File: src/rtl/trl3_fifo.sv
// Small register queue with show-ahead read, used between front and back and for results.
module trl3_fifo #(
	parameter int WIDTH = 8,
	parameter int DEPTH = 4
) (
	input  logic                       clk,
	input  logic                       arst_n,
	input  logic                       wr_en,
	input  logic [WIDTH-1:0]           wr_data,
	input  logic                       rd_en,
	output logic [WIDTH-1:0]           rd_data,
	output logic [$clog2(DEPTH):0]     count
);

	localparam int PW = $clog2(DEPTH);

	logic [WIDTH-1:0] mem_q [DEPTH];
	logic [PW-1:0]    wp_q;
	logic [PW-1:0]    rp_q;
	logic [PW:0]      cnt_q;

	always_ff @(posedge clk or negedge arst_n) begin
		if (!arst_n) begin
			wp_q  <= '0;
			rp_q  <= '0;
			cnt_q <= '0;
		end else begin
			if (wr_en) begin
				wp_q <= wp_q + PW'(1);
			end
			if (rd_en) begin
				rp_q <= rp_q + PW'(1);
			end
			cnt_q <= cnt_q + (PW+1)'(wr_en) - (PW+1)'(rd_en);
		end
	end

	always_ff @(posedge clk) begin
		if (wr_en) begin
			mem_q[wp_q] <= wr_data;
		end
	end

	assign rd_data = mem_q[rp_q];
	assign count   = cnt_q;

endmodule

File: config.mk
export PLATFORM = sky130hd
export DESIGN_NAME = trl3_fifo
export DESIGN_NICKNAME = d
export VERILOG_FILES = /design/src/rtl/trl3_fifo.sv
export SDC_FILE = /design/constraint.sdc
export NUM_CORES = 1
export LEC_CHECK = 0
export BUFFER_PORTS_ARGS = -buffer_cell sky130_fd_sc_hd__buf_2
export CAP_MARGIN = 25
export CORE_ASPECT_RATIO = 0.6
export CORE_UTILIZATION = 45
export CTS_CLUSTER_SIZE = 20
export DETAILED_ROUTE_END_ITERATION = 12
export PLACE_DENSITY = 0.74
export SETUP_SLACK_MARGIN = 0.1
export SYNTH_ARGS = -nofsm -noshare
export SYNTH_HDL_FRONTEND = slang
export SYNTH_SLANG_ARGS = --single-unit
File: constraint.sdc
create_clock -name clk -period 4 [get_ports clk]
set_clock_uncertainty 0.1 [all_clocks]
set_input_delay 0.2 -clock clk [delete_from_list [all_inputs] [get_ports clk]]
set_output_delay 0.2 -clock clk [all_outputs]
set_load 0.02 [all_outputs]
==> qor.yml <==
dpl_worst_slack_ps: 2227
clk_pin_slew_ps: 70
first_pass_iters: 4
dieArea_mm2: 0.003648
gp_congestion: 0.7228
io_pins: 23
die-height_um: 47.19
slew_viol_final: 0
worst_slack_ps: 1951
start_util: 0.5037
antennaDiodeCount: 0
cts_buffer_depth: 2
place_area_mm2: 0.001678
gr-usage-all-layers: 0.1493
finalCriticalPeriod_ps: 2049
p_leak_uw: 0.0006739
fmax_ghz: 0.4880
synth_area_mm2: 0.001531
crit_buf_inv: 1
hold-worst-slack_ps: 26.78
status: "completed"
clock-root-buffer: "clkbuf_8"
yosysWarningCount: 0
grt_max_degree: 12
cts_tree: "built"
drc_errors: 0
setup_viol: 0
synth_common_cells: "32 x edfxtp_1, 8 x mux4_2, 7 x dfrtp_1"
cp-end-kind: "output port"
yosysTopAreaCell: "edfxtp_1"
die_w_um: 77.32
num_rows: 15
area_delta_synth_final_pct: 15.28
min_period_over_period: 0.5123
coreArea_mm2: 0.003040
arrival_ps: 1750
first_global_vias: 748
rsz0062_at_grt: "false"
post_cts_buffers: 0
synth_nets: 93
async_reset_ff_frac: 0.1795
hold_violations: 0
clk_latency_ps: 280
synth.most_common_cell: "edfxtp_1"
path_cells: "mux4_2 > buf_2"
crit_fanout: 10
viasPerCell: 4.938
critPathTopFamily: "flip-flops"
drtIter0Drc: 31
avgSynthCellArea_um2: 20.70
cp-start-kind: "register"
antenna_found_initial: 0
wirelength_um: 2274
crit_slowest_cell: "dfrtp_1"
cp.required_ps: 3700
synth_edf_count: 32
peakVddDrop_mv: 0.2901
final_area_mm2: 0.001765
path_class: "reg -> out"
slew_headroom: 0.6201
pwr_density_cell_mw_per_mm2: 718.0
ys_types: 13
synth_ff_type: "edfxtp_1"
ctsHtreeMaxLevel: 2
grt-ovfl-total: 0
ys_seq_elements: 39
tns_ps: 0
worstHoldPathType: "in -> reg"
ant_nets: 0
hpwl_um: 1543
port_buffers: 22
drive_above_1_share: 0.3529
fin_nets: 121
synth_top_cell_area_share: 0.6275
clock_sinks: 39
num_vias: 711
cts_buffers: 5
yosysSeqAreaShare: 0.7418
syn-instance-count: 74
maxCapViolCount: 0
max_slew.worst_pin.slew_ps: 569.8
wl_per_cell_um: 15.79
cp_slowest_stage_delay_ps: 710
grt_first_pass_wirelength_um: 3636
synthTopCellsByArea: "edfxtp_1 63%, mux4_2 12%, dfrtp_1 11%"
area by class of cell:
cell class / instances / area (µm²)
timing repair buffer: 23 / 120.1
multi-input combinational: 27 / 356.6
clock inverter: 2 / 8.758
sequential: 39 / 1136
tap: 42 / 52.55
fill: 247 / 1275
clock buffer: 5 / 68.82
inverter: 6 / 22.52
worst reg2reg max path: stages (launching register included):
cell and delay [ps]:
dfrtp_1 330, inv_1 40, ha_1 250, inv_1 40, ha_1 190, fa_1 380
xnor2_1 210, xnor2_1 150
cell usage in the layout, fill, tap and decap left out, drive strengths merged:
cell / count
o21ai: 1
dfrtp: 7
nand2: 2
edfxtp: 32
mux4: 8
xor2: 2
xnor2: 3
inv: 6
ha: 6
dlygate4sd3: 1
fa: 1
clkbuf: 5
and2: 4
clkinv: 2
buf: 22
state kept, by name, summed over array words and instances (netlist names):
signal and count:
wp_q 2, rp_q 2, count 3, mem_q 32
power by group:
part / total (µW) / internal (µW) / switching, µW
registers: 621 / 546 / 75.2
clock network: 238 / 116 / 123
logic: 408 / 188 / 221
total: 1270 / 849 / 418
final timing paths:
| check | start | slack (ps) | cells past startpoint | endpoint |
|---|---|---|---|---|
| max | rp_q[0] | 1950 | 2 | rd_data[1] |
| min | rd_en | 30 | 2 | rp_q[0] |
| max reg2reg | count[0] | 2230 | 7 | count[2] |
| min reg2reg | wp_q[0] | 440 | 1 | wp_q[0] |
| max in group asynchronous | arst_n | 3470 | 2 | rp_q[0] |
| min in group asynchronous | arst_n | 180 | 2 | count[1] |
cells by family after synthesis:
kind of cell / count (synthesis) / synth area share
mux: 8 / 0.1176
simple gates: 6 / 0.02124
buf+inv: 8 / 0.02532
compound gates: 1 / 0.003265
fa+ha+maj: 7 / 0.06209
xor+xnor: 5 / 0.02860
flops: 39 / 0.7418
per-stage QoR:
step | utilization | total power (µW) | cells
floorplan | - | 929.3 | 74
global placement | 0.5519 | 1025 | 136
finish | 0.5807 | 1268 | 144
detailed placement | 0.5519 | 1047 | 136
global route | 0.5807 | 1351 | 144
CTS | 0.5807 | 1290 | 144
metal layers:
metal  global-route usage  routed length (µm)  share of wire
met5                    0                   0              0
met4              0.09057                  44          0.019
met3              0.05825                 146          0.064
met2               0.2354                1083           0.48
met1               0.1826                 999           0.44
timing repair:
action                    CTS  global route
gates resized for setup     0             0
hold endpoints to repair    7             0
hold buffers                1             0
No activity file was read; power rests on OpenSTA's default activity.
